### config.mk
export PLATFORM = sky130hd
export DESIGN_NAME = u2c_controller
export DESIGN_NICKNAME = d
export VERILOG_FILES = /design/src/design/u2c_pkg.sv /design/src/design/u2c_controller.sv
export SDC_FILE = /design/constraint.sdc
export NUM_CORES = 1
export LEC_CHECK = 0
export BUFFER_PORTS_ARGS = -buffer_cell sky130_fd_sc_hd__buf_2
export CAP_MARGIN = 0
export CORE_AREA = 2 2 39 41
export DETAILED_ROUTE_END_ITERATION = 16
export DIE_AREA = 0 0 41 43
export PLACE_DENSITY = 0.39
export SYNTH_ARGS = -nofsm -noshare
export SYNTH_HDL_FRONTEND = slang
export SYNTH_SLANG_ARGS = --single-unit
### constraint.sdc
create_clock -name clock -period 1.8 [get_ports clock]
set_input_delay 0.54 -clock clock [delete_from_list [all_inputs] [get_ports clock]]
set_output_delay 0.54 -clock clock [all_outputs]
set_load 0.02 [all_outputs]
### src/design/u2c_pkg.sv
package u2c_pkg;

   localparam int unsigned ByteWidth  = 8;
   localparam int unsigned CodeWidth  = 21;
   localparam int unsigned BufDepth   = 4;

   localparam logic [ByteWidth-1:0] MarkerReset = 8'hFF;
   localparam logic [CodeWidth-1:0] SubstCode   = 21'h00FFFD;

   // lead length codes
   localparam logic [2:0] LenNone  = 3'd0;
   localparam logic [2:0] LenOne   = 3'd1;
   localparam logic [2:0] LenTwo   = 3'd2;
   localparam logic [2:0] LenThree = 3'd3;
   localparam logic [2:0] LenFour  = 3'd4;

   typedef struct packed {
      logic use_input;  // decode window built from held bytes plus the live byte
      logic hold;       // store live byte as part of an open sequence
      logic emit;       // load result register from the decoder
      logic load_run;   // store live byte and start replaying the buffer
      logic clear;      // buffer consumed, sequence closed
   } cmd_type;

   typedef struct packed {
      logic will_hold;
      logic step_last;
   } status_type;

   function automatic logic [2:0] lead_len(input logic [ByteWidth-1:0] c);
      logic [2:0] len;
      case (c) inside
         [8'hC0:8'hDF]: len = LenTwo;
         [8'hE0:8'hEF]: len = LenThree;
         [8'hF0:8'hF7]: len = LenFour;
         default:       len = LenNone;
      endcase
      return len;
   endfunction

endpackage

### src/design/u2c_controller.sv
module u2c_controller (
   input  logic                 clock,
   input  logic                 reset,
   input  logic                 req_valid,
   output logic                 req_ready,
   output logic                 rsp_valid,
   input  logic                 rsp_ready,
   input  u2c_pkg::status_type  status,
   output u2c_pkg::cmd_type     cmd
);

   typedef enum logic {
      ST_ACCEPT,
      ST_REPLAY
   } state_type;

   state_type state_ff, state_in;
   logic      rsp_valid_ff, rsp_valid_in;
   logic      out_free;
   logic      accept;

   assign out_free  = !rsp_valid_ff || rsp_ready;
   assign req_ready = (state_ff == ST_ACCEPT) && out_free;
   assign accept    = req_valid && req_ready;
   assign rsp_valid = rsp_valid_ff;

   always_comb begin
      cmd          = '0;
      state_in     = state_ff;
      rsp_valid_in = rsp_valid_ff && !rsp_ready;
      case (state_ff)
         ST_ACCEPT: begin
            cmd.use_input = 1'b1;
            if (accept) begin
               if (status.will_hold) begin
                  cmd.hold = 1'b1;
               end else begin
                  cmd.emit     = 1'b1;
                  rsp_valid_in = 1'b1;
                  if (status.step_last) begin
                     cmd.clear = 1'b1;
                  end else begin
                     cmd.load_run = 1'b1;
                     state_in     = ST_REPLAY;
                  end
               end
            end
         end
         ST_REPLAY: begin
            if (out_free) begin
               cmd.emit     = 1'b1;
               rsp_valid_in = 1'b1;
               if (status.step_last) begin
                  cmd.clear = 1'b1;
                  state_in  = ST_ACCEPT;
               end
            end
         end
         default: begin
            state_in = ST_ACCEPT;
         end
      endcase
   end

   always_ff @(posedge clock) begin
      if (reset) begin
         state_ff     <= ST_ACCEPT;
         rsp_valid_ff <= 1'b0;
      end else begin
         state_ff     <= state_in;
         rsp_valid_ff <= rsp_valid_in;
      end
   end

`ifndef SYNTHESIS
   a_load_enters_replay: assert property (@(posedge clock) disable iff (reset)
      cmd.load_run |=> (state_ff == ST_REPLAY && rsp_valid_ff))
      else $error("replay not started after truncated sequence");

   a_emit_into_free_slot: assert property (@(posedge clock) disable iff (reset)
      (rsp_valid_ff && !rsp_ready) |-> !cmd.emit)
      else $error("result register overwritten while stalled");

   a_no_input_in_replay: assert property (@(posedge clock) disable iff (reset)
      (state_ff == ST_REPLAY) |-> !(cmd.hold || cmd.load_run || cmd.use_input))
      else $error("input taken during replay");
`endif

endmodule
-- Yosys cells after proc, flatten, opt, wreduce, memory -nomap -nowiden
Index checks and enable logic that the tools add are counted.
- bits in registers: 2
- bits in latches: 0
- memory bits (writable): 0
- bits in read-only memories: 0
- input bits: 6
- output and inout port bits: 7
- word-level logic and storage cells: 28
- memories kept: 0
- add/subtract/negate cells: 0
- multiply operators: 0
- div/mod/pow operators: 0
- magnitude comparators: 0
- equal/unequal tests: 0
- shifts and indexed selects: 0
- multiplexer cells: 19
- bitwise logic cells: 1
- reduce and logical (&&, ||, !) cells: 6
- operator list (operator ; number):
    $mux 1 ; 12
    $pmux 1 s2 ; 4
    $mux 4 ; 1
    $logic_and 1x1->1 ; 3
    $mux 3 ; 1
    $logic_not 1->1 ; 2
    $mux 2 ; 1
    $logic_or 1x1->1 ; 1
    $not 1->1 ; 1

-- Longest topological paths before layout
- word-level depth: 6
- depth in mapped cells: 3
- gate-level depth less buffers: 3

-- Worst setup path before layout
No wires, ideal clock.
- path type: in2out
- start point: in status[1] (netlist bit)
- end point: out cmd[0] (netlist bit)
- arrival time: 1223 ps
- setup slack: 37 ps
- cell stages on the path: 3
- cell sequence: nand2b_4 -> a21boi_2 -> and2_1
- RTL lines (what ; line ; source):
    from (decl) ; u2c_controller.sv:8 ; input u2c_pkg::status_type status,
    to (decl) ; u2c_controller.sv:9 ; output u2c_pkg::cmd_type cmd

==> results by group <==
Synthesis
  – Sequential element share of the synthesized area: 28.8%
  – Synth Area per Inst: 9.92 um^2
  – Flops & latches, synth: 2
  – Post-synth top area cell: dfxtp_1
  – Synth top area cells: dfxtp_1 29%, nand2b_4 20%, nor3b_2 9.0%
  – Cell area after synthesis: 139 um^2
  – Synth top area share: 28.8%
  – Syn Inst Count: 14
  – Mapped Nets: 20
  – Netlist cell types: 12
  – Yosys warnings: 0

STA
  – Endpoints failing setup: 0
  – RSZ-0062 raised after global routing: false
  – Slew headroom: 87.4%
  – Setup tns final: 0 ns
  – Hold Fails Final Rpt: 0
  – Min cycle time layout: 1.77 ns
  – Maximum clock rate: 566 MHz
  – Worst-case clock skew: 0.00248 ns
  – Final period util: 98.2%
  – Slew Limit Fails: 0
  – Worst slew pin tran: 0.189 ns

Final layout
  – # diodes: 0
  – Cell Count, Final, Fillers Out: 47
  – Layout Nets: 39
  – Share of cells above drive strength 1: 77.4%
  – Post-route cell area: 268 um^2
  – Core Util, Final: 19.3%
  – Area grow syn2layout: 92.8%

Flow run
  – MaxCap Viol Count: 0

GRT
  – GRT met3 Usage: 6.28%
  – Grt met2 use: 3.75%
  – Pin count of the biggest net entering global routing: 5
  – GR peak layer: met1
  – First-pass GRT wire length: 558 um
  – Met1 usage: 7.64%
  – GRT Total Usage: 5.41%
  – Initial antenna violation count: 0
  – Vias in the first global route: 137
  – GR Overflow Total: 0

Clocking
  – Setup Fix Bufs, Post-CTS: 0
  – CTS Buf Count: 3
  – Clock Tree Buf Depth: 2
  – CTS tree: done
  – Post_cts resized: 0
  – # clock sinks: 2
  – Hold bufs inserted after CTS: 0
  – Clk_lat worst skew: 0.22 ns
  – CTS clk-pin slew, worst paths: 0.03 ns
  – Root buffer cell: clkbuf_4
  – H-Tree Depth: 1

Floorplan
  – # rows: 14
  – Die height: 43 um
  – Top Ports: 13
  – Initial core utilization: 10.0%
  – Die width: 41 um
  – CORE AREA: 1380 um^2
  – Die area: 1760 um^2

Place
  – HPWL Detailed: 354 um
  – Dpl cells: 44
  – Cell Area, Placed: 234 um^2
  – IO Port Bufs: 12
  – RD Place Congestion: 0.675

Routing
  – Wire per inst: 8.21 um
  – Pre-Repair DR Iteration Count: 2
  – # DRC: 0
  – Routed vias/inst: 3.26
  – Detail Route Antenna Nets: 0
  – DR iter-0 viols: 3
  – Via count: 153
  – Total routed wirelength: 386 um

Worst setup path
  – Critical Path End Type: output port
  – R2r startpoint: rsp_valid
  – Worst Setup EP: cmd[0]
  – Crit-path max FO: 3
  – WS Path Type: in -> out
  – Setup crit start kind: input port
  – R2R cell count: 4
  – Reg2Reg Setup Slack: 0.89 ns
  – Critical Path RT: 1.26 ns
  – Worst R2R End: state_ff
  – Crit path launch: status[1]
  – Worst path arrival time: 1.23 ns

Power
  – PD cells: 752 nW/um^2
  – Pwr Total: 0.000201 W
  – Worst vdd ir: 0.276 mV
  – Static leakage power: 0.135 nW

Status
  – Status: finished, final reports clean

Min path
  – Class of the tightest hold or removal check: in -> reg
==> power breakdown <==
part | internal [W] | leakage (nW) | total [W] | switching (W)
clock | 0.0000732 | 0.0138 | 0.0000951 | 0.0000219
sequential | 0.0000474 | 0.0164 | 0.0000498 | 0.00000240
combinational | 0.0000275 | 0.105 | 0.0000565 | 0.0000291
total | 0.000148 | 0.135 | 0.000201 | 0.0000534
==> how the worst min path moves through the flow <==
stage | start | end | slack [ns] | cells after the start
3_5_place_dp | state_ff | state_ff | 0.55 | 2
5_1_grt | reset | rsp_valid | 0.48 | 2
3_3_place_gp | state_ff | state_ff | 0.55 | 2
4_1_cts | reset | rsp_valid | 0.49 | 2
2_1_floorplan | state_ff | state_ff | 0.52 | 2
6_report | reset | rsp_valid | 0.50 | 2
==> cell families after synthesis <==
family | Yosys count | share of synthesized area (%)
DFF | 2 | 28.8
buffers and inverters | 2 | 5.40
and+or+nand+nor | 6 | 44.2
AOI/OAI and AO/OA | 4 | 21.6
==> synth_stat cells <==
| master | count |
|---|---|
| dfxtp_1 | 2 |
| nand2b_4 | 2 |
| a211oi_1 | 1 |
| a21boi_2 | 1 |
| a21oi_1 | 1 |
| a31oi_1 | 1 |
| and2_1 | 1 |
| and2_4 | 1 |
| and3_1 | 1 |
| inv_1 | 1 |
| inv_2 | 1 |
| nor3b_2 | 1 |
==> state kept, by name, summed over array words and instances (netlist names) <==
| signal | flops |
|---|---|
| state_ff | 1 |
| rsp_valid | 1 |
==> stage by stage <==
stage | worst slack, ns | hold WS [ns]
floorplan | 0.0374 | 0.523
global placement | 0.00706 | 0.549
detailed placement | 0.00875 | 0.553
CTS | 0.00875 | 0.487
global route | 0.00339 | 0.484
finish | 0.0330 | 0.496
==> cell usage in the layout (no fill, tap or decap) <==
master    count
a21boi_2      1
and3_4        1
a31oi_1       1
a211oi_1      1
dfxtp_1       2
clkbuf_4      3
a21oi_1       1
inv_2         1
inv_1         1
buf_4         2
buf_6         1
and2_4        1
nand2b_4      2
nor3b_2       1
buf_2        11
and2_1        1
==> critical path: stages <==
cell      delay, ns
buf_2          0.11
nand2b_4       0.15
a21boi_2       0.15
and2_1         0.13
buf_2          0.15
==> per-layer routing <==
| metal | part of all wire, % | wire [um] |
|---|---|---|
| met1 | 58 | 223 |
| met2 | 22 | 85 |
| met3 | 20 | 78 |
| met4 | 0 | 0 |
| met5 | 0 | 0 |
==> area by class of cell <==
class / count / area [um^2]
multi-input cells: 10 / 96.3
flip-flops and latches: 2 / 40.0
repair buffers: 14 / 81.3
fillers: 160 / 1120
clock buffers: 3 / 22.5
well taps: 16 / 20.0
inverters: 2 / 7.51
No activity file was read; power rests on OpenSTA's default activity.
