<file path="src/design/u2c_pkg.sv">
package u2c_pkg;

   localparam int unsigned ByteWidth  = 8;
   localparam int unsigned CodeWidth  = 21;
   localparam int unsigned BufDepth   = 4;

   localparam logic [ByteWidth-1:0] MarkerReset = 8'hFF;
   localparam logic [CodeWidth-1:0] SubstCode   = 21'h00FFFD;

   // lead length codes
   localparam logic [2:0] LenNone  = 3'd0;
   localparam logic [2:0] LenOne   = 3'd1;
   localparam logic [2:0] LenTwo   = 3'd2;
   localparam logic [2:0] LenThree = 3'd3;
   localparam logic [2:0] LenFour  = 3'd4;

   typedef struct packed {
      logic use_input;  // decode window built from held bytes plus the live byte
      logic hold;       // store live byte as part of an open sequence
      logic emit;       // load result register from the decoder
      logic load_run;   // store live byte and start replaying the buffer
      logic clear;      // buffer consumed, sequence closed
   } cmd_type;

   typedef struct packed {
      logic will_hold;
      logic step_last;
   } status_type;

   function automatic logic [2:0] lead_len(input logic [ByteWidth-1:0] c);
      logic [2:0] len;
      case (c) inside
         [8'hC0:8'hDF]: len = LenTwo;
         [8'hE0:8'hEF]: len = LenThree;
         [8'hF0:8'hF7]: len = LenFour;
         default:       len = LenNone;
      endcase
      return len;
   endfunction

endpackage

</file>
<file path="src/design/u2c_datapath.sv">
module u2c_datapath (
   input  logic                             clock,
   input  logic                             reset,
   input  logic [u2c_pkg::ByteWidth-1:0]    req_byte,
   input  logic                             req_end,
   input  logic                             csr_write_enable,
   input  logic [u2c_pkg::ByteWidth-1:0]    csr_write_data,
   input  u2c_pkg::cmd_type                 cmd,
   output u2c_pkg::status_type              status,
   output logic [u2c_pkg::CodeWidth-1:0]    code_point,
   output logic                             newline_mark,
   output logic                             malformed_sub,
   output logic                             decoded_sub,
   output logic                             run_last
);

   logic [u2c_pkg::ByteWidth-1:0] buf_ff [u2c_pkg::BufDepth];
   logic [1:0]                    hc_ff, hc_in;
   logic [2:0]                    seq_ff, seq_in;
   logic [1:0]                    ptr_ff, ptr_in;
   logic [2:0]                    n_ff, n_in;
   logic [u2c_pkg::ByteWidth-1:0] marker_ff, marker_in;

   logic [u2c_pkg::CodeWidth-1:0] cp_ff;
   logic                          nl_ff, mal_ff, dec_ff, last_ff;

   logic [u2c_pkg::ByteWidth-1:0] vbuf [u2c_pkg::BufDepth];
   logic [u2c_pkg::ByteWidth-1:0] win  [u2c_pkg::BufDepth];
   logic [1:0]                    ptr_eff;
   logic [2:0]                    n_eff, rem, len, len_in, consume;
   logic [u2c_pkg::CodeWidth-1:0] cp;
   logic                          nl, mal, dec;
   logic [u2c_pkg::ByteWidth-1:0] c;

   // held bytes with the live byte dropped in at the fill position
   always_comb begin
      for (int k = 0; k < u2c_pkg::BufDepth; k++) begin
         vbuf[k] = (cmd.use_input && hc_ff == 2'(k)) ? req_byte : buf_ff[k];
      end
   end

   assign ptr_eff = cmd.use_input ? 2'd0 : ptr_ff;
   assign n_eff   = cmd.use_input ? ({1'b0, hc_ff} + 3'd1) : n_ff;
   assign rem     = n_eff - {1'b0, ptr_eff};

   always_comb begin
      logic [2:0] idx;
      for (int j = 0; j < u2c_pkg::BufDepth; j++) begin
         idx    = {1'b0, ptr_eff} + 3'(j);
         win[j] = idx[2] ? '0 : vbuf[idx[1:0]];
      end
   end

   assign c   = win[0];
   assign len = u2c_pkg::lead_len(c);

   always_comb begin
      cp      = '0;
      nl      = 1'b0;
      mal     = 1'b0;
      dec     = 1'b0;
      consume = u2c_pkg::LenOne;
      if (!c[7]) begin
         cp = {13'd0, c};
      end else if (c == marker_ff) begin
         nl = 1'b1;
      end else if (len != u2c_pkg::LenNone && len <= rem) begin
         case (len)
            u2c_pkg::LenTwo:   cp = {10'd0, c[4:0], win[1][5:0]};
            u2c_pkg::LenThree: cp = {5'd0, c[3:0], win[1][5:0], win[2][5:0]};
            u2c_pkg::LenFour:  cp = {c[2:0], win[1][5:0], win[2][5:0], win[3][5:0]};
            default:           cp = '0;
         endcase
         consume = len;
         dec     = (cp == u2c_pkg::SubstCode);
      end else begin
         cp  = u2c_pkg::SubstCode;
         mal = 1'b1;
      end
   end

   assign len_in = u2c_pkg::lead_len(req_byte);

   always_comb begin
      if (seq_ff == 3'd0) begin
         status.will_hold = !req_end && req_byte[7] && (req_byte != marker_ff)
                            && (len_in != u2c_pkg::LenNone);
      end else begin
         status.will_hold = !req_end && (({1'b0, hc_ff} + 3'd1) < seq_ff);
      end
      status.step_last = (({1'b0, ptr_eff} + consume) >= n_eff);
   end

   always_comb begin
      hc_in     = hc_ff;
      seq_in    = seq_ff;
      ptr_in    = ptr_ff;
      n_in      = n_ff;
      marker_in = csr_write_enable ? csr_write_data : marker_ff;
      if (cmd.hold) begin
         hc_in = hc_ff + 2'd1;
         if (seq_ff == 3'd0) begin
            seq_in = len_in;
         end
      end
      if (cmd.emit) begin
         ptr_in = ptr_eff + consume[1:0];
      end
      if (cmd.load_run) begin
         n_in   = n_eff;
         hc_in  = 2'd0;
         seq_in = 3'd0;
      end
      if (cmd.clear) begin
         hc_in  = 2'd0;
         seq_in = 3'd0;
         ptr_in = 2'd0;
      end
   end

   always_ff @(posedge clock) begin
      if (reset) begin
         hc_ff     <= '0;
         seq_ff    <= '0;
         ptr_ff    <= '0;
         n_ff      <= '0;
         marker_ff <= u2c_pkg::MarkerReset;
      end else begin
         hc_ff     <= hc_in;
         seq_ff    <= seq_in;
         ptr_ff    <= ptr_in;
         n_ff      <= n_in;
         marker_ff <= marker_in;
      end
   end

   always_ff @(posedge clock) begin
      if (cmd.hold || cmd.load_run) begin
         buf_ff[hc_ff] <= req_byte;
      end
      if (cmd.emit) begin
         cp_ff   <= cp;
         nl_ff   <= nl;
         mal_ff  <= mal;
         dec_ff  <= dec;
         last_ff <= status.step_last;
      end
   end

   assign code_point    = cp_ff;
   assign newline_mark  = nl_ff;
   assign malformed_sub = mal_ff;
   assign decoded_sub   = dec_ff;
   assign run_last      = last_ff;

`ifndef SYNTHESIS
   a_idle_empty: assert property (@(posedge clock) disable iff (reset)
      (seq_ff == 3'd0) |-> (hc_ff == 2'd0))
      else $error("held bytes present with no open sequence");

   a_open_fill: assert property (@(posedge clock) disable iff (reset)
      (seq_ff != 3'd0) |-> (seq_ff >= 3'd2 && {1'b0, hc_ff} < seq_ff && hc_ff != 2'd0))
      else $error("open sequence fill out of range");

   a_replay_ptr: assert property (@(posedge clock) disable iff (reset)
      (cmd.emit && !cmd.use_input) |-> (ptr_ff != 2'd0 && {1'b0, ptr_ff} < n_ff))
      else $error("replay pointer beyond buffered bytes");
`endif

endmodule

</file>
<file path="config.mk">
export PLATFORM = sky130hd
export DESIGN_NAME = u2c_datapath
export DESIGN_NICKNAME = d
export VERILOG_FILES = /design/src/design/u2c_pkg.sv /design/src/design/u2c_datapath.sv
export SDC_FILE = /design/constraint.sdc
export NUM_CORES = 1
export LEC_CHECK = 0
export ABC_AREA = 1
export BUFFER_PORTS_ARGS = -buffer_cell sky130_fd_sc_hd__buf_4
export CORE_ASPECT_RATIO = 0.6
export CORE_MARGIN = 2
export CORE_UTILIZATION = 40
export DETAILED_ROUTE_END_ITERATION = 16
export HOLD_SLACK_MARGIN = 0.03
export SYNTH_ARGS = -nofsm -noshare
export SYNTH_HDL_FRONTEND = slang
export SYNTH_SLANG_ARGS = --single-unit
</file>
<file path="constraint.sdc">
create_clock -name clock -period 4.47 [get_ports clock]
set_input_delay 0.2235 -clock clock [delete_from_list [all_inputs] [get_ports clock]]
set_output_delay 0.2235 -clock clock [all_outputs]
set_load 0.02 [all_outputs]
</file>
Word level (Yosys, flattened, before mapping)
Memories as Yosys holds them, arrays and structs flattened. Cells that the tools add are included.

Register bits: 43. Latch bits: 0. Memory bits (writable): 32. Bits in read-only memories: 0. Input bits: 25. Output and inout bits: 27. Memories kept: 1.

$add $sub $neg: 8. Multiply operators: 0. Div/mod/pow operators: 0. $lt $le $gt $ge: 19. Eq/ne operators: 9. Shift-type cells: 0. Muxes and demuxes: 42. Bitwise gates (word level): 6. Reduce and logical (&&, ||, !) cells: 26.

Memories: buf_ff (depth 4, width 8, rd ports 4, clocked after Yosys merged registers in 0, write ports 1, line u2c_datapath.sv:17) `logic [u2c_pkg::ByteWidth-1:0] buf_ff [u2c_pkg::BufDepth];`.

Operator list (count): binary-select mux 8 bit (select 2 bit) (4); 2-to-1 mux 21 bit (3); one-hot mux 21 bit (3 select lines) (1); 2-to-1 mux 6 bit (9); greater-or-equal comparator 8 bit, second input constant (6); less-or-equal comparator 8 bit, second input constant (6); 2-to-1 mux 8 bit (6); 2-to-1 mux 3 bit (10); equality test 21 x 16 -> 1 bit, second input constant (1); 2-to-1 mux 16 bit (1); logical AND 1 bit (15); 2-to-1 mux 7 bit (2); greater-or-equal comparator 3 bit, second input constant (4); inverter 2 -> 3 bit (4); equality test 8 bit (1); inequality test 8 bit (1); adder 2 x 1 -> 3 bit, second input constant (2); adder 2 x 2 -> 3 bit, second input constant (2); equality test 3 x 2 -> 1 bit, second input constant (2); nonzero test 3 bit (2); OR reduction 3 bit (2); 2-to-1 mux 1 bit (5); equality test 2 bit, second input constant (2); OR reduction 2 bit (2); 16 further kinds (17).

Longest topological paths before layout
Depth in word-level cells: 19. Depth in mapped cells: 28. Mapped depth without buffers: 27.

Least setup slack after synthesis
OpenSTA, ideal clock, no wires.

Path kind: reg-to-reg. From: reg hc_ff[0]. To: reg last_ff, in the netlist run_last (data pin). Library setup time: 0.271 ns. Arrival time: 4.142 ns. Required time: 4.199 ns. Setup slack: 0.057 ns. Cell stages (with the launch flop): 26. Path buffers: 1. Clock period less this slack: 4.413 ns. Path through: dfxtp_1 > inv_1 > ha_1 > buf_2 > nand2_1 > nand2_1 > nand3_1 > nand2_1 > nand2_1 > nand2_4 > o21ai_1 > inv_1 > ha_1 > nand2_1 > nor2_1 > a211oi_1 > o21ai_4 > nor2_2 > nand2_1 > fa_1 > nand3b_1 > nand2_1 > inv_1 > ha_1 > nand2_1 > o211ai_1.

RTL lines: start, declared (line u2c_datapath.sv:18) `logic [1:0] hc_ff, hc_in;`; start signal, assigned (line u2c_datapath.sv:129) `hc_ff <= hc_in;`; end signal, assigned (line u2c_datapath.sv:146) `last_ff <= status.step_last;`; end, declared (line u2c_datapath.sv:25) `logic nl_ff, mal_ff, dec_ff, last_ff;`.

==> flow_metrics.tcl <==
set metrics [dict create \
    clockBufferDepth 2 \
    endpoint "status[0]" \
    syn_avg_cell_area_sq_um 7.47 \
    cts_buffers 9 \
    crit_path_end_kind "output port" \
    fin_util_pct 54.4 \
    r2r_cells 34 \
    synth_area_leaders "edfxtp_1 33%, nand2_1 14%, nand3_1 13%, dfxtp_1 7.0%, nor2_1 5.0%" \
    finalSetupViolations 0 \
    ys_seq_elements 75 \
    ir_drop_v 0.000216 \
    fmax_mhz 230 \
    nNetsFinal 843 \
    synthTopCellsByCount "194 x nand2_1, 129 x nand3_1, 69 x nor2_1, 63 x inv_1, 57 x edfxtp_1" \
    numPortBuffers 51 \
    wire_per_inst_um 17.6 \
    path_clk_slew_ps 70 \
    drc 0 \
    pin_count 52 \
    yosysTopAreaCell "edfxtp_1" \
    ys_seq_area_share_pct 40.3 \
    wl_mm 17.1 \
    syn_to_final_growth_pct 34.3 \
    grt-ovfl-total 0 \
    dieArea_sq_um 13800 \
    path_class "reg -> out" \
    via_count 5258 \
    critPathLaunch "hc_ff[0]" \
    min-delay-start "csr_write_data[7]" \
    reg2reg_to "decoded_sub" \
    syn_inst 688 \
    slew_viol_final 0 \
    start_util_pct 40.5 \
    via_per_inst 5.39 \
    clockRootBuffer "clkbuf_16" \
    cts_sinks 75 \
    antenna_left 0 \
    required_ps 4250 \
    syn-cell-area_sq_um 5140 \
    worst_pin_slew_ps 1020 \
    worstReg2RegStart "hc_ff[0]" \
    rows 32 \
    tritoncts "done" \
    power_density_nw_per_um2 314 \
    leakagePower_nw 3.24 \
    floorplan.die.width_um 150 \
    r2r_slack_ps 160 \
    synth_cell_types 36 \
    gp_congestion 0.969 \
    die_h_um 91.8 \
    hold_ws_ps 94.6 \
    synth_most_common_cell "nand2_1" \
    synth_flop_cell "edfxtp_1" \
    dp_hpwl_mm 12.7 \
    hold_depth 3 \
    fin_ws_ps 114 \
    synthArstFlopShare_pct 0 \
    yosys_warnings 0 \
    finalCriticalPeriod_ps 4360 \
    dp_slack_ps 106 \
    outcome "complete, no violations" \
    grtUsageTotal_pct 25.2 \
    htreeDepth 3 \
    drt_pass1_iterations 5 \
    crit_path_max_fanout 7 \
    grt_antenna_before_repair 0 \
    clk_latency_ps 350 \
    fin_skew_ps 9.03 \
    diodes 0 \
    hp-class "in -> reg" \
    cp-start-kind "register" \
    syn-num-nets 731 \
    crit_arrival_ps 4130 \
    crit_slowest_cell "dfxtp_4" \
    first_iter_violations 425 \
    drive_gt1_share_pct 31.1 \
    crit_top_cell "ha_4" \
    fin_total_pwr_mw 2.17 \
    slowest_delay_ps 380 \
    hold_viol 0 \
    tns_ps 0 \
    cap_violations 0 \
    grt_max_degree 30 \
    grt_pass1_vias 4985 \
    slew_headroom_pct 32.0 \
    synth-edff-count 57 \
    synth_top_area_share_pct 33.3 \
    fin_crit_sh_pct 97.4 \
    core_sq_um 12700 \
    grt_pass1_wl_mm 26.5 \
]
[per-stage QoR]
stage	cell area [sq um]	std cells
2_1_floorplan	5140	688
3_3_place_gp	5770	914
3_5_place_dp	5770	914
4_1_cts	6470	956
5_1_grt	6900	975
6_report	6900	975
[how the worst min path moves through the flow]
stage | to | slack (ps)
2_1_floorplan | ptr_ff[0] | 310
5_1_grt | marker_ff[7] | 90
3_3_place_gp | marker_ff[7] | 440
4_1_cts | marker_ff[7] | 90
6_report | marker_ff[7] | 90
3_5_place_dp | marker_ff[7] | 450
[routing by layer]
| layer | vias up | global-route usage (%) | routed length [um] |
|---|---|---|---|
| met2 | 228 | 36.2 | 7100 |
| met1 | 2503 | 38.2 | 8330 |
| li1 | 2507 | - | - |
| met5 | - | 0 | 0 |
| met3 | 20 | 5.57 | 1480 |
| met4 | 0 | 5.97 | 200 |
[placed cells by master, fill, tap and decap left out, types with 12 or more instances in the layout]
cell       synthesis  layout
nand2_2           12      24
a21oi_1           21      20
nand2_1          194     173
edfxtp_1          57      57
dfxtp_1           18      16
nand2_4            3      12
nand3_2            5      22
nand3_1          129     111
o21ai_0           27      26
nor2_1            69      66
clkbuf_16          0      13
buf_4              6     118
inv_1             63      56
[repair_timing]
action / CTS / global route
setup endpoints to repair: 1 / 4
gates resized for setup: 39 / 65
setup buffers: 26 / 20
pin swaps: 10 / 45
hold buffers: 0 / 0
[where the power goes]
part           internal [mW]  switching, mW  total, mW
logic                  0.201          0.336      0.537
registers              0.796         0.0157      0.812
clock network          0.514          0.307      0.821
[state kept, by name, indices dropped and copies added, names as in the netlist]
register and count:
buf_ff 32, code_point 21, marker_ff 8, n_ff 3, seq_ff 3, hc_ff 2
ptr_ff 2, decoded_sub 1, malformed_sub 1, newline_mark 1, run_last 1
[cells by family after synthesis]
group                      Yosys count  share of synthesized area (%)
AOI/OAI and AO/OA                   60                           6.40
xor gates and xnor gates             1                          0.170
adders and majority gates           18                           4.67
buffers and inverters               95                           8.96
DFF                                 75                           40.3
muxes                                1                          0.195
and+or+nand+nor                    438                           39.3
[critical path, delay by kind of cell (launching register included)]
kind	cells	cell delay (ps)
adder cells (fa/ha/maj)	5	1140
AND/OR/NAND/NOR	12	1070
AO/OA/AOI/OAI	4	640
buffers and inverters	6	560
flip-flops	1	380
[area by class of cell]
| cell class | instances | area [sq um] |
|---|---|---|
| Clock inverter | 2 | 17.5 |
| Timing Repair Buffer | 126 | 1000 |
| Multi-Input combinational cell | 518 | 2980 |
| Tap cell | 170 | 213 |
| Clock buffer | 14 | 329 |
| Fill cell | 1188 | 5790 |
| Inverter | 70 | 282 |
| Sequential cell | 75 | 2080 |
(Power assumes the default switching activity.)
